==> src/hdl/cclb_pkg.sv <==
// Shared constants, character codes and interface types for the C++ comment
// and literal blanker. No dependencies; every other file imports this package.
`default_nettype none

package cclb_pkg;

  // Longest raw string delimiter that is stored and matched.
  localparam int MAX_DELIM = 16;
  // Closer window: ')' + delimiter + '"'.
  localparam int WIN_DEPTH = MAX_DELIM + 2;
  localparam int DLEN_W    = $clog2(MAX_DELIM + 1);
  localparam int WCNT_W    = $clog2(WIN_DEPTH + 1);
  localparam int WIDX_W    = $clog2(WIN_DEPTH);

  localparam logic [7:0] CH_NUL    = 8'h00;
  localparam logic [7:0] CH_NL     = 8'h0A;
  localparam logic [7:0] CH_SP     = 8'h20;
  localparam logic [7:0] CH_DQ     = 8'h22;
  localparam logic [7:0] CH_SQ     = 8'h27;
  localparam logic [7:0] CH_LPAREN = 8'h28;
  localparam logic [7:0] CH_RPAREN = 8'h29;
  localparam logic [7:0] CH_STAR   = 8'h2A;
  localparam logic [7:0] CH_SLASH  = 8'h2F;
  localparam logic [7:0] CH_0      = 8'h30;
  localparam logic [7:0] CH_9      = 8'h39;
  localparam logic [7:0] CH_UA     = 8'h41;
  localparam logic [7:0] CH_R      = 8'h52;
  localparam logic [7:0] CH_UZ     = 8'h5A;
  localparam logic [7:0] CH_BSL    = 8'h5C;
  localparam logic [7:0] CH_USCORE = 8'h5F;
  localparam logic [7:0] CH_LA     = 8'h61;
  localparam logic [7:0] CH_LZ     = 8'h7A;

  // Per-cell controls from the chain wrapper.
  typedef struct packed {
    logic win_sh;
    logic dlm_sh;
    logic is_dlm;
    logic is_par;
  } cclb_cell_ctl_t;

  // Lexer to cell chain.
  typedef struct packed {
    logic              win_sh;
    logic              dlm_sh;
    logic [7:0]        dat;
    logic [DLEN_W-1:0] dlen;
    logic [WCNT_W-1:0] wcnt;
  } cclb_chain_ctl_t;

  // Cell chain to lexer.
  typedef struct packed {
    logic       all_ok;
    logic [7:0] par_dat;
    logic [7:0] rd_dat;
  } cclb_chain_sts_t;

  // One output byte from the lexer towards the output register.
  typedef struct packed {
    logic       vld;
    logic [7:0] dat;
    logic       last;
    logic       ovf;
  } cclb_emit_t;

endpackage

`default_nettype wire

==> src/hdl/cpp_comment_literal_blanker.sv <==
// Throughput: one output byte per cycle while the output register is free. A one-byte item is
// a single step, a comment opener or escape emits two spaces, a raw string closer match has a
// matching step and then drains the whole closer, and the final item additionally its second
// call and the window flush. The lexer sequencer sets this.
// Reset: synchronous, active low, back to code mode; the state also clears after the last item.
`default_nettype none

module cpp_comment_literal_blanker import cclb_pkg::*; (
  input  logic       clk,
  input  logic       rst_n,
  input  logic       in_valid,
  output logic       in_stall,
  input  logic [7:0] in_byte,
  input  logic       in_last,
  output logic       out_valid,
  input  logic       out_stall,
  output logic [7:0] out_byte,
  output logic       out_last,
  output logic       out_delim_overflow
);

  cclb_chain_ctl_t chain_ctl;
  cclb_chain_sts_t chain_sts;
  cclb_emit_t      em;

  logic       acc;
  logic       out_free;
  logic       out_v_r;
  logic [7:0] out_byte_r;
  logic       out_last_r;
  logic       out_ovf_r;

  assign acc      = in_valid && !in_stall;
  assign out_free = !out_v_r || !out_stall;

  cclb_lexer u_lexer (
    .clk        (clk),
    .rst_n      (rst_n),
    .acc        (acc),
    .acc_byte   (in_byte),
    .acc_last   (in_last),
    .item_stall (in_stall),
    .out_free   (out_free),
    .chain_ctl  (chain_ctl),
    .chain_sts  (chain_sts),
    .emit_o     (em)
  );

  cclb_chain u_chain (
    .clk (clk),
    .ctl (chain_ctl),
    .sts (chain_sts)
  );

  // Output register parts the lexer from the downstream stall.
  always_ff @(posedge clk) begin
    if (!rst_n) begin
      out_v_r <= 1'b0;
    end else if (out_free) begin
      out_v_r <= em.vld;
    end
  end

  always_ff @(posedge clk) begin
    if (out_free && em.vld) begin
      out_byte_r <= em.dat;
      out_last_r <= em.last;
      out_ovf_r  <= em.ovf;
    end
  end

  assign out_valid          = out_v_r;
  assign out_byte           = out_byte_r;
  assign out_last           = out_last_r;
  assign out_delim_overflow = out_ovf_r;

endmodule

`default_nettype wire

==> src/hdl/cclb_cell.sv <==
// One cell of the raw string closer chain: a window byte and a delimiter byte,
// each shifted in from the neighbouring cell, plus the local closer compare.
// Depends on cclb_pkg.
`default_nettype none

module cclb_cell import cclb_pkg::*; (
  input  logic           clk,
  input  cclb_cell_ctl_t ctl,
  input  logic [7:0]     win_in,
  input  logic [7:0]     dlm_in,
  output logic [7:0]     win_q,
  output logic [7:0]     dlm_q,
  output logic           ok
);

  logic [7:0] win_r;
  logic [7:0] win_nxt;
  logic [7:0] dlm_r;
  logic [7:0] dlm_nxt;

  always_comb begin
    win_nxt = ctl.win_sh ? win_in : win_r;
    dlm_nxt = ctl.dlm_sh ? dlm_in : dlm_r;
  end

  always_ff @(posedge clk) begin
    win_r <= win_nxt;
    dlm_r <= dlm_nxt;
  end

  // Inside the delimiter the window byte must equal the stored delimiter
  // byte; the cell just past it must hold the closing parenthesis.
  always_comb begin
    if (ctl.is_dlm) begin
      ok = (win_r == dlm_r);
    end else if (ctl.is_par) begin
      ok = (win_r == CH_RPAREN);
    end else begin
      ok = 1'b1;
    end
  end

  assign win_q = win_r;
  assign dlm_q = dlm_r;

endmodule

`default_nettype wire

==> src/hdl/cclb_chain.sv <==
// Row of closer cells, newest byte in cell 0, with the match reduction and the
// read selects for the oldest window byte. Depends on cclb_pkg and cclb_cell.
`default_nettype none

module cclb_chain import cclb_pkg::*; (
  input  logic            clk,
  input  cclb_chain_ctl_t ctl,
  output cclb_chain_sts_t sts
);

  logic [7:0]           win_q [WIN_DEPTH];
  logic [7:0]           dlm_q [WIN_DEPTH];
  logic [WIN_DEPTH-1:0] ok_v;
  cclb_cell_ctl_t       cell_ctl [WIN_DEPTH];
  logic [WIDX_W-1:0]    rd_idx;
  logic [WCNT_W-1:0]    wcnt_m1;

  for (genvar i = 0; i < WIN_DEPTH; i++) begin : g_cell
    logic [7:0] win_in;
    logic [7:0] dlm_in;
    logic       dsh;

    if (i == 0) begin : g_head
      assign win_in = ctl.dat;
      assign dlm_in = ctl.dat;
    end else begin : g_body
      assign win_in = win_q[i-1];
      assign dlm_in = dlm_q[i-1];
    end

    if (i < MAX_DELIM) begin : g_dlm
      assign dsh = ctl.dlm_sh;
    end else begin : g_nodlm
      assign dsh = 1'b0;
    end

    assign cell_ctl[i] = '{
      win_sh: ctl.win_sh,
      dlm_sh: dsh,
      is_dlm: (WCNT_W'(i) <  WCNT_W'(ctl.dlen)),
      is_par: (WCNT_W'(i) == WCNT_W'(ctl.dlen))
    };

    cclb_cell u_cell (
      .clk    (clk),
      .ctl    (cell_ctl[i]),
      .win_in (win_in),
      .dlm_in (dlm_in),
      .win_q  (win_q[i]),
      .dlm_q  (dlm_q[i]),
      .ok     (ok_v[i])
    );
  end

  // The oldest held byte sits at position count minus one.
  always_comb begin
    wcnt_m1 = ctl.wcnt - WCNT_W'(1);
    if (ctl.wcnt == '0) begin
      rd_idx = '0;
    end else begin
      rd_idx = WIDX_W'(wcnt_m1);
    end
  end

  assign sts = '{
    all_ok:  &ok_v,
    par_dat: win_q[WIDX_W'(ctl.dlen)],
    rd_dat:  win_q[rd_idx]
  };

endmodule

`default_nettype wire

==> src/hdl/cclb_lexer.sv <==
// Lexer sequencer: holds the lookahead byte and the lexer mode, walks each item
// through its emission steps one output byte per cycle while the output is free and
// drives the cell chain. Depends on cclb_pkg.
`default_nettype none

module cclb_lexer import cclb_pkg::*; (
  input  logic            clk,
  input  logic            rst_n,
  input  logic            acc,
  input  logic [7:0]      acc_byte,
  input  logic            acc_last,
  output logic            item_stall,
  input  logic            out_free,
  output cclb_chain_ctl_t chain_ctl,
  input  cclb_chain_sts_t chain_sts,
  output cclb_emit_t      emit_o
);

  localparam logic [2:0] M_CODE   = 3'd0;
  localparam logic [2:0] M_LINE   = 3'd1;
  localparam logic [2:0] M_BLOCK  = 3'd2;
  localparam logic [2:0] M_STR    = 3'd3;
  localparam logic [2:0] M_CHAR   = 3'd4;
  localparam logic [2:0] M_RDELIM = 3'd5;
  localparam logic [2:0] M_RAW    = 3'd6;

  localparam logic [1:0] ST_PROC   = 2'd0;
  localparam logic [1:0] ST_SPACE2 = 2'd1;
  localparam logic [1:0] ST_DRAIN  = 2'd2;
  localparam logic [1:0] ST_FLUSH  = 2'd3;

  function automatic logic word_char(input logic [7:0] ch);
    word_char = ((ch >= CH_0) && (ch <= CH_9)) || ((ch >= CH_UA) && (ch <= CH_UZ)) ||
                ((ch >= CH_LA) && (ch <= CH_LZ)) || (ch == CH_USCORE);
  endfunction

  function automatic logic [7:0] blank(input logic [7:0] ch);
    blank = (ch == CH_NL) ? CH_NL : CH_SP;
  endfunction

  logic [2:0]        mode_r,   mode_nxt;
  logic [7:0]        held_r,   held_nxt;
  logic              held_v_r, held_v_nxt;
  logic              skip_r,   skip_nxt;
  logic [7:0]        ro0_r,    ro0_nxt;
  logic [7:0]        ro1_r,    ro1_nxt;
  logic [DLEN_W-1:0] dlen_r,   dlen_nxt;
  logic [WCNT_W-1:0] wcnt_r,   wcnt_nxt;
  logic              itm_v_r,  itm_v_nxt;
  logic [1:0]        st_r,     st_nxt;
  logic              p2_r,     p2_nxt;
  logic [7:0]        b_r;
  logic              last_r;

  logic       fire;
  logic [7:0] c;
  logic [7:0] n;
  logic [7:0] quote;
  logic       raw_open;
  logic       wcnt_is1;
  logic       emit;
  logic [7:0] e_dat;
  logic       e_ovf;
  logic       call_end;
  logic       item_done;
  logic       stream_end;
  logic       flush_follows;
  logic       fin;
  logic       win_sh;
  logic       dlm_sh;

  assign fire = itm_v_r && out_free;

  always_comb begin
    // The first call of an item works on the held byte with the new byte as
    // lookahead; the second call, on the final item only, on the new byte.
    c        = p2_r ? b_r : held_r;
    n        = p2_r ? CH_NUL : b_r;
    quote    = (mode_r == M_STR) ? CH_DQ : CH_SQ;
    raw_open = (ro0_r == CH_R) && !word_char(ro1_r);
    wcnt_is1 = (wcnt_r == WCNT_W'(1));

    mode_nxt   = mode_r;
    held_nxt   = held_r;
    held_v_nxt = held_v_r;
    skip_nxt   = skip_r;
    ro0_nxt    = ro0_r;
    ro1_nxt    = ro1_r;
    dlen_nxt   = dlen_r;
    wcnt_nxt   = wcnt_r;
    itm_v_nxt  = itm_v_r;
    st_nxt     = st_r;
    p2_nxt     = p2_r;

    emit       = 1'b0;
    e_dat      = CH_SP;
    e_ovf      = 1'b0;
    call_end   = 1'b0;
    item_done  = 1'b0;
    stream_end = 1'b0;
    win_sh     = 1'b0;
    dlm_sh     = 1'b0;

    unique case (st_r)
      ST_PROC: begin
        if (!p2_r && !held_v_r) begin
          call_end = 1'b1;
        end else if (skip_r) begin
          skip_nxt = 1'b0;
          call_end = 1'b1;
        end else begin
          unique case (mode_r)
            M_CODE: begin
              if ((c == CH_SLASH) && ((n == CH_SLASH) || (n == CH_STAR))) begin
                mode_nxt = (n == CH_SLASH) ? M_LINE : M_BLOCK;
                emit     = 1'b1;
                e_dat    = CH_SP;
                skip_nxt = 1'b1;
                st_nxt   = ST_SPACE2;
              end else if (c == CH_DQ) begin
                emit     = 1'b1;
                e_dat    = c;
                call_end = 1'b1;
                if (raw_open) begin
                  mode_nxt = M_RDELIM;
                  dlen_nxt = '0;
                end else begin
                  mode_nxt = M_STR;
                end
              end else if (c == CH_SQ) begin
                emit     = 1'b1;
                e_dat    = c;
                call_end = 1'b1;
                mode_nxt = M_CHAR;
              end else begin
                emit     = 1'b1;
                e_dat    = c;
                call_end = 1'b1;
              end
            end
            M_LINE: begin
              emit     = 1'b1;
              call_end = 1'b1;
              if (c == CH_NL) begin
                mode_nxt = M_CODE;
                e_dat    = CH_NL;
              end else begin
                e_dat    = CH_SP;
              end
            end
            M_BLOCK: begin
              emit = 1'b1;
              if ((c == CH_STAR) && (n == CH_SLASH)) begin
                mode_nxt = M_CODE;
                e_dat    = CH_SP;
                skip_nxt = 1'b1;
                st_nxt   = ST_SPACE2;
              end else begin
                e_dat    = blank(c);
                call_end = 1'b1;
              end
            end
            M_STR, M_CHAR: begin
              emit = 1'b1;
              // A backslash before a NUL lookahead is blanked on its own.
              if ((c == CH_BSL) && (n != CH_NUL)) begin
                e_dat    = CH_SP;
                skip_nxt = 1'b1;
                st_nxt   = ST_SPACE2;
              end else if (c == quote) begin
                mode_nxt = M_CODE;
                e_dat    = c;
                call_end = 1'b1;
              end else begin
                e_dat    = blank(c);
                call_end = 1'b1;
              end
            end
            M_RDELIM: begin
              emit     = 1'b1;
              e_dat    = c;
              call_end = 1'b1;
              if (c == CH_LPAREN) begin
                mode_nxt = M_RAW;
                wcnt_nxt = '0;
              end else if (dlen_r < DLEN_W'(MAX_DELIM)) begin
                dlm_sh   = 1'b1;
                dlen_nxt = dlen_r + DLEN_W'(1);
              end else begin
                e_ovf    = 1'b1;
              end
            end
            M_RAW: begin
              win_sh   = 1'b1;
              wcnt_nxt = wcnt_r + WCNT_W'(1);
              // Once the window would hold a full closer, either release it
              // or blank its oldest byte and slide on.
              if (wcnt_r > WCNT_W'(dlen_r)) begin
                if ((c == CH_DQ) && chain_sts.all_ok) begin
                  mode_nxt = M_CODE;
                  st_nxt   = ST_DRAIN;
                end else begin
                  wcnt_nxt = wcnt_r;
                  emit     = 1'b1;
                  e_dat    = blank(chain_sts.par_dat);
                  call_end = 1'b1;
                end
              end else begin
                call_end = 1'b1;
              end
            end
            default: begin
              mode_nxt = M_CODE;
              emit     = 1'b1;
              e_dat    = c;
              call_end = 1'b1;
            end
          endcase
        end
      end
      ST_SPACE2: begin
        emit     = 1'b1;
        e_dat    = CH_SP;
        call_end = 1'b1;
      end
      ST_DRAIN: begin
        emit     = 1'b1;
        e_dat    = chain_sts.rd_dat;
        wcnt_nxt = wcnt_r - WCNT_W'(1);
        call_end = wcnt_is1;
      end
      ST_FLUSH: begin
        emit     = 1'b1;
        e_dat    = blank(chain_sts.rd_dat);
        wcnt_nxt = wcnt_r - WCNT_W'(1);
        if (wcnt_is1) begin
          item_done  = 1'b1;
          stream_end = 1'b1;
        end
      end
    endcase

    flush_follows = (mode_nxt == M_RAW) && (wcnt_nxt != '0);

    if (call_end) begin
      if (!p2_r) begin
        if (last_r) begin
          p2_nxt = 1'b1;
          st_nxt = ST_PROC;
        end else begin
          item_done = 1'b1;
        end
      end else if (flush_follows) begin
        st_nxt = ST_FLUSH;
      end else begin
        item_done  = 1'b1;
        stream_end = 1'b1;
      end
    end

    // Final byte of the stream: the end of the last call with nothing left
    // to flush, or a first call whose pair skips the final byte.
    fin = last_r && ((call_end && (p2_r ? !flush_follows : skip_nxt)) ||
                     ((st_r == ST_FLUSH) && wcnt_is1));

    if (emit) begin
      ro1_nxt = ro0_r;
      ro0_nxt = e_dat;
    end

    if (item_done) begin
      itm_v_nxt  = 1'b0;
      held_nxt   = b_r;
      held_v_nxt = 1'b1;
      st_nxt     = ST_PROC;
      p2_nxt     = 1'b0;
    end

    if (stream_end) begin
      mode_nxt   = M_CODE;
      held_nxt   = CH_NUL;
      held_v_nxt = 1'b0;
      skip_nxt   = 1'b0;
      ro0_nxt    = CH_NUL;
      ro1_nxt    = CH_NUL;
      dlen_nxt   = '0;
      wcnt_nxt   = '0;
    end
  end

  always_ff @(posedge clk) begin
    if (!rst_n) begin
      mode_r   <= M_CODE;
      held_v_r <= 1'b0;
      skip_r   <= 1'b0;
      ro0_r    <= CH_NUL;
      ro1_r    <= CH_NUL;
      dlen_r   <= '0;
      wcnt_r   <= '0;
      itm_v_r  <= 1'b0;
      st_r     <= ST_PROC;
      p2_r     <= 1'b0;
    end else begin
      if (fire) begin
        mode_r   <= mode_nxt;
        held_v_r <= held_v_nxt;
        skip_r   <= skip_nxt;
        ro0_r    <= ro0_nxt;
        ro1_r    <= ro1_nxt;
        dlen_r   <= dlen_nxt;
        wcnt_r   <= wcnt_nxt;
      end
      // An item is only accepted when none is held or the held one finishes.
      if (acc) begin
        itm_v_r <= 1'b1;
        st_r    <= ST_PROC;
        p2_r    <= 1'b0;
      end else if (fire) begin
        itm_v_r <= itm_v_nxt;
        st_r    <= st_nxt;
        p2_r    <= p2_nxt;
      end
    end
  end

  always_ff @(posedge clk) begin
    if (fire) begin
      held_r <= held_nxt;
    end
    if (acc) begin
      b_r    <= acc_byte;
      last_r <= acc_last;
    end
  end

  // A new item may enter in the cycle in which the current one finishes.
  assign item_stall = itm_v_r && !(fire && item_done);

  assign chain_ctl = '{
    win_sh: fire && win_sh,
    dlm_sh: fire && dlm_sh,
    dat:    c,
    dlen:   dlen_r,
    wcnt:   wcnt_r
  };

  assign emit_o = '{
    vld:  fire && emit,
    dat:  e_dat,
    last: fin,
    ovf:  e_ovf
  };

endmodule

`default_nettype wire

==> config.mk <==
export PLATFORM = sky130hd
export DESIGN_NAME = cpp_comment_literal_blanker
export DESIGN_NICKNAME = d
export VERILOG_FILES = /design/src/hdl/cclb_pkg.sv /design/src/hdl/cpp_comment_literal_blanker.sv /design/src/hdl/cclb_cell.sv /design/src/hdl/cclb_chain.sv /design/src/hdl/cclb_lexer.sv
export SDC_FILE = /design/constraint.sdc
export NUM_CORES = 1
export LEC_CHECK = 0
export BUFFER_PORTS_ARGS = -buffer_cell sky130_fd_sc_hd__buf_2
export CAP_MARGIN = 20
export CORE_MARGIN = 1.5
export CORE_UTILIZATION = 25
export DETAILED_ROUTE_END_ITERATION = 12
export SLEW_MARGIN = 20
export SYNTH_ARGS = -nofsm -noshare
export SYNTH_HDL_FRONTEND = slang
export SYNTH_SLANG_ARGS = --single-unit
==> constraint.sdc <==
create_clock -name clk -period 21.5 [get_ports clk]
set_clock_uncertainty 0.2 [all_clocks]
set_input_delay 2.15 -clock clk [delete_from_list [all_inputs] [get_ports clk]]
set_output_delay 2.15 -clock clk [all_outputs]
set_load 0.05 [all_outputs]
==> results of run 1 <==
[cell usage in the layout (no fill, tap or decap), types with 8 or more instances in the layout]
cell	synthesis	layout
a21oi_1	49	49
a221oi_1	19	19
a22o_1	20	20
a22oi_1	15	15
a31oi_1	26	26
and2_1	15	15
buf_2	12	24
buf_4	2	14
clkbuf_1	39	8
clkbuf_16	0	37
clkinv_1	3	12
dfxtp_1	36	36
edfxtp_1	299	299
ha_1	12	12
inv_1	17	17
mux2_2	11	11
mux2i_1	34	34
mux4_2	11	11
nand2_1	86	86
nand3_1	36	36
nand4_1	38	38
nor2_1	76	75
nor2b_1	10	10
nor3_1	41	39
nor3b_1	9	9
nor4_1	38	36
o21ai_0	46	46
o221ai_1	8	8
o22ai_1	13	13
o31ai_1	11	11
xnor2_1	56	56
xor2_1	74	74
[worst paths after layout]
| kind | from | end | slack, ps |
|---|---|---|---|
| max | u_lexer.p2_r | in_stall | 13350 |
| min | u_chain.g_cell[8].u_cell.dlm_q[2] | u_chain.g_cell[9].u_cell.dlm_q[2] | 260 |
| max reg2reg | u_lexer.p2_r | u_lexer.b_r[6] | 15560 |
| min reg2reg | u_chain.g_cell[8].u_cell.dlm_q[2] | u_chain.g_cell[9].u_cell.dlm_q[2] | 260 |
[routing by layer]
metal  global-route usage (%)  up-vias
met2                     21.6      547
met1                     18.4     5686
li1                         -     5174
met4                     5.44        0
met5                        0        -
met3                     2.31      114
[final cells by class]
type / instances / area (um2) / area share, %
inverter: 21 / 78.8 / 0.427
sequential: 335 / 9700 / 52.6
tap: 855 / 1070 / 5.80
timing repair buffer: 38 / 225 / 1.22
clock buffer: 46 / 970 / 5.26
clock inverter: 19 / 133 / 0.719
multi-input combinational: 895 / 6270 / 34.0
[logic make-up (layout without fill, tap and decap cells)]
group | Yosys count | after routing | share of synthesized area, %
buffers and inverters | 83 | 124 | 2.19
adders and majority gates | 12 | 12 | 0.921
DFF | 335 | 335 | 59.5
AOI/OAI and AO/OA | 289 | 289 | 12.7
muxes | 56 | 56 | 4.37
and+or+nand+nor | 408 | 408 | 13.3
xor gates and xnor gates | 130 | 130 | 6.98
[registers in the layout, summed over array words and instances, names as in the netlist]
register and flops:
u_chain.g_cell.u_cell.win_q 144, u_lexer.held_v_r 1, u_lexer.ro1_r 8, out_valid 1, u_lexer.ro0_r 8, out_byte 8, u_lexer.b_r 8, u_lexer.p2_r 1
u_lexer.skip_r 1, u_lexer.mode_r 3, u_lexer.held_r 8, u_lexer.last_r 1, u_chain.g_cell.u_cell.dlm_q 128, u_lexer.itm_v_r 1, u_lexer.dlen_r 5, out_delim_overflow 1
u_lexer.wcnt_r 5, u_lexer.st_r 2, out_last 1
[metrics by stage]
step	setup slack [ps]	std cells	instance area, um2	util (%)	total power [mW]
floorplan	5620	1313	16300	-	0.740
global placement	14150	2144	17300	26.9	0.750
detailed placement	14010	2144	17300	26.9	0.750
CTS	13440	2209	18400	28.6	1.34
global route	12980	2209	18400	28.6	1.36
finish	13350	2209	18400	28.6	1.32
[critical path: cells and delay by family, from the launching register on]
family / cells / cell delay, ps
AND/OR/NAND/NOR: 7 / 2300
buffers and inverters: 1 / 280
flip-flops: 1 / 980
AO/OA/AOI/OAI: 4 / 1660
[power groups by stage]
| stage | sequential, mW | clock, mW | combinational, mW |
|---|---|---|---|
| after global routing | 0.708 | 0.623 | 0.0310 |
| final | 0.708 | 0.585 | 0.0286 |
| after global placement | 0.722 | 0 | 0.0281 |
| after detailed placement | 0.722 | 0 | 0.0285 |
| after floorplan | 0.721 | 0 | 0.0192 |
| after CTS | 0.708 | 0.600 | 0.0286 |
==> results.cfg, run 1 <==
[outcome]
outcome = complete, no violations

[placed_design]
port_buffers = 24
dp_hpwl_mm = 32.9
place.gp.congestion = 0.932

[pwr]
pwr-share-comb_pct = 2.2
pwr_density_cell_nw_per_um2 = 71.7
clkPwrFrac_pct = 44.3
p_int_mw = 1.05
switching_share_pct = 20.9
p_seq_share_pct = 53.6
ir_drop_uv = 42.9
p_leak_nw = 5.89
power.switching_mw = 0.276

[timing]
tightest_slew_ps = 1090
grt_setup_unrepaired = false
drv_slew = 0
fmax_mhz = 123
finalHoldViolCount = 0
finalHoldWorstSlack_ps = 256
setup_viol = 0
setup_tns_ps = 0
final.period_utilization_pct = 37.9
slew-limit-headroom_pct = 27.5
min_period_ps = 8150

[yosys]
yosys_warnings = 0
synth_top_cells_by_count = edfxtp_1 (299), nand2_1 (86), nor2_1 (76)
syn_area_um2 = 16300
synth_seq_cells = 335
avgSynthCellArea_um2 = 12.4
synth_edf_count = 299
synth_top_area_share_pct = 55.1
yosys-top-cells-area = edfxtp_1 (55%), dfxtp_1 (4.4%), xor2_1 (4.0%), xnor2_1 (3.0%), mux2i_1 (2.1%)
syn_inst = 1313
synth_fp_nets = 1338
async_reset_ff_share_pct = 0
ys_types = 86
yosysSeqAreaShare_pct = 59.5
synth_ff_type = edfxtp_1
yosysMostFrequentCell = edfxtp_1
yosys.area.top_type = edfxtp_1

[detailed_routing]
maxUsedRoutingLayer = met4
vias_per_cell = 5.22
drc = 0
wl_met1_mm = 19.7
firstDrtPassIters = 6
num_vias = 11521
antenna_left = 0
routed_wl_mm = 46.4
wl_per_cell_um = 21.0
wl_met3_mm = 3.54
drtIter0Drc = 1511
wl_met2_mm = 21.5

[clock_tree]
cts_tree = built
cts_resized = 0
clock-sinks = 335
cts_setup_buffers = 0
clockBufferDepth = 3
cts_root_buf = clkbuf_16
path_clk_slew_ps = 60
numCtsBuffers = 36
htreeDepth = 2
clock_latency_ps = 560
ctsHoldBuffers = 0

[hold_path]
hold_depth = 0
hold_path.class = flop to flop

[global_route]
grt_overflow = 0
antenna_found_initial = 0
grt_pass1_wl_mm = 69.9
grt_pass1_vias = 11166
grt_use_total_pct = 13.6
grt_start_max_net_pins = 77

[worst_setup_path]
worstPathRequired_ps = 19150
end_kind = output pin
crit_fanout = 27
slowest_stage = dfxtp_1
critical_path.cell_chain = a32oi_1 > nor3_1 > nand2_1 > nor4_1 > nand3_1 > nor2_1 > a2bb2oi_1 > nand2b_1 > o21ba_4 > a21oi_1 > nor2_1 > buf_2
critPathKind = flop to output pin
critPathMostFrequentCell = nor2_1
cpPeakStageDelay_ps = 980
reg2reg_depth = 11
arrival_ps = 5800
startpoint_type = flop

[cells_and_area]
areaGrowthSynthToFinish_pct = 13.2
antennaDiodeCount = 0
drive_gt1_share_pct = 9.97
nFillCells = 6579
finalNetCount = 1352

[floorplan]
start_util_pct = 25.3
die_w_um = 258
io_pins = 25
row_count = 93
die_h_um = 258
fp.coreArea_um2 = 64500
die_area_um2 = 66700

[run]
drv_cap = 0
(Power assumes the default switching activity.)
==> inputs of run 2 (changes only) <==
==> constraint.sdc (replaced) <==
create_clock -name clk -period 7.8 [get_ports clk]
set_clock_uncertainty 0.2 [all_clocks]
set_input_delay 0.78 -clock clk [delete_from_list [all_inputs] [get_ports clk]]
set_output_delay 0.78 -clock clk [all_outputs]
set_load 0.05 [all_outputs]
==> run 2 against run 1 <==
  * Global-route usage fell by 0.25 points
  * Die area did not move
  * Combinational power grew to 2.9 times the previous value
  * Routed wire length down 1.2%
  * Flip-flop and latch count unchanged
  * Setup slack got worse by 12000 ps
  * Utilization barely moved
  * Final area increased by 0.12%
  * Largest cell class unchanged
  * Worst hold slack worse by 28 ps
  * Clock power grew to 2.8 times the previous value
  * Sequential power grew to 2.8 times the previous value
==> results.cfg, run 2 (synthesized netlist as in run 1, its figures left out) <==
[outcome]
outcome = complete, no violations

[worst_setup_path]
reg2reg_depth = 13
cpPeakStageDelay_ps = 890
cp.depth = 14
end_kind = output pin
crit_buf_inv = 2
critical_path.cell_chain = inv_1 > ha_1 > nand3_1 > nor3_1 > a2111o_1 > nor4_2 > nand3_1 > nor2_1 > a2bb2oi_1 > nand2b_1 > o21ba_4 > a21oi_2 > nor2_1 > buf_2
startpoint = u_lexer.dlen_r[1]
startpoint_type = flop
worstPathRequired_ps = 6820
slowest_stage = dfxtp_1
crit-reg2reg-launch = u_lexer.dlen_r[1]
crit_fanout = 25
critPathKind = flop to output pin
arrival_ps = 5440
crit_family = simple AND/OR/NAND/NOR gates

[floorplan]
die_w_um = 258
die_area_um2 = 66700
die_h_um = 258
start_util_pct = 25.3
fp.coreArea_um2 = 64500
row_count = 93
io_pins = 25

[cells_and_area]
multiInputGateArea_um2 = 6290
antennaDiodeCount = 0
ff_latch_area_um2 = 9700
largest_register_ffs = 144
final_common_cell = edfxtp_1
drive_gt1_share_pct = 10.0
areaGrowthSynthToFinish_pct = 13.3
nFillCells = 6554
mostFrequentLayoutCells = edfxtp_1 (299), nand2_1 (86), nor2_1 (75)
fin_util_pct = 28.6
finalNetCount = 1349

[clock_tree]
path_clk_slew_ps = 70
ctsHoldBuffers = 0
clock_latency_ps = 530
cts_root_buf = clkbuf_16
clock-sinks = 335
cts_resized = 0
clockBufferDepth = 3
numCtsBuffers = 35
cts_setup_buffers = 0
cts_tree = built
htreeDepth = 2

[placed_design]
place_ws_ps = 1860
dp_hpwl_mm = 32.7
port_buffers = 24
place.gp.congestion = 0.948

[pwr]
clkPwrFrac_pct = 44.7
p_seq_share_pct = 53.0
power.switching_mw = 0.748
pwr_density_cell_nw_per_um2 = 199
p_leak_nw = 5.91
switching_share_pct = 20.4
pwr-share-comb_pct = 2.2
p_int_mw = 2.93
ir_drop_uv = 117
p_total_mw = 3.68

[detailed_routing]
vias_per_cell = 5.24
drc = 0
firstDrtPassIters = 7
routed_wl_mm = 45.9
antenna_left = 0
wl_per_cell_um = 20.8
drtIter0Drc = 1285
num_vias = 11538

[run]
drv_cap = 0

[hold_path]
hold_depth = 1
hp-start = in_last
hold_path.class = input port to flop

[timing]
tightest_slew_ps = 1090
setup_tns_ps = 0
drv_slew = 0
finalHoldViolCount = 0
setup_viol = 0
grt_setup_unrepaired = false
fmax_mhz = 156
slew-limit-headroom_pct = 27.3
min_period_ps = 6420
worst_slack_ps = 1380
final.period_utilization_pct = 82.4

[global_route]
grt_use_total_pct = 13.3
grt_start_max_net_pins = 129
grt_overflow = 0
antenna_found_initial = 0
grt_pass1_wl_mm = 69.3
grt_pass1_vias = 11058
==> run 2: final timing paths <==
| path | to | slack, ps |
|---|---|---|
| min reg2reg | u_chain.g_cell[1].u_cell.dlm_q[4] | 260 |
| max | in_stall | 1380 |
| max reg2reg | u_lexer.b_r[0] | 2320 |
| min | u_lexer.last_r | 230 |
==> run 2: power groups by stage <==
| stage | Combinational, mW | Clock (mW) | Sequential (mW) |
|---|---|---|---|
| 3_5_place_dp | 0.0810 | 0 | 1.99 |
| 3_3_place_gp | 0.0795 | 0 | 1.99 |
| 5_1_grt | 0.0883 | 1.74 | 1.95 |
| 6_report | 0.0817 | 1.64 | 1.95 |
| 4_1_cts | 0.0811 | 1.68 | 1.95 |
| 2_1_floorplan | 0.0534 | 0 | 1.99 |
==> run 2: metal layers <==
layer  wire, um  global-route usage (%)
met5          0                       0
met3       3640                    2.38
met4       1200                    4.00
met1      19500                    18.1
met2      21500                    21.7
==> run 2: metrics by stage <==
step / cell area, um2 / hold WS [ps] / instances
detailed placement: 17400 / 255 / 2142
global route: 18500 / 215 / 2202
finish: 18500 / 228 / 2202
global placement: 17400 / 255 / 2142
CTS: 18500 / 209 / 2202
floorplan: 16300 / 240 / 1313
==> run 2: layout make-up <==
cell class | count | area share (%)
clock inverters | 18 | 1.12
flip-flops and latches | 335 | 52.5
inverters | 21 | 0.427
multi-input cells | 895 | 34.1
repair buffers | 36 | 1.21
clock buffers | 42 | 4.88
well taps | 855 | 5.79
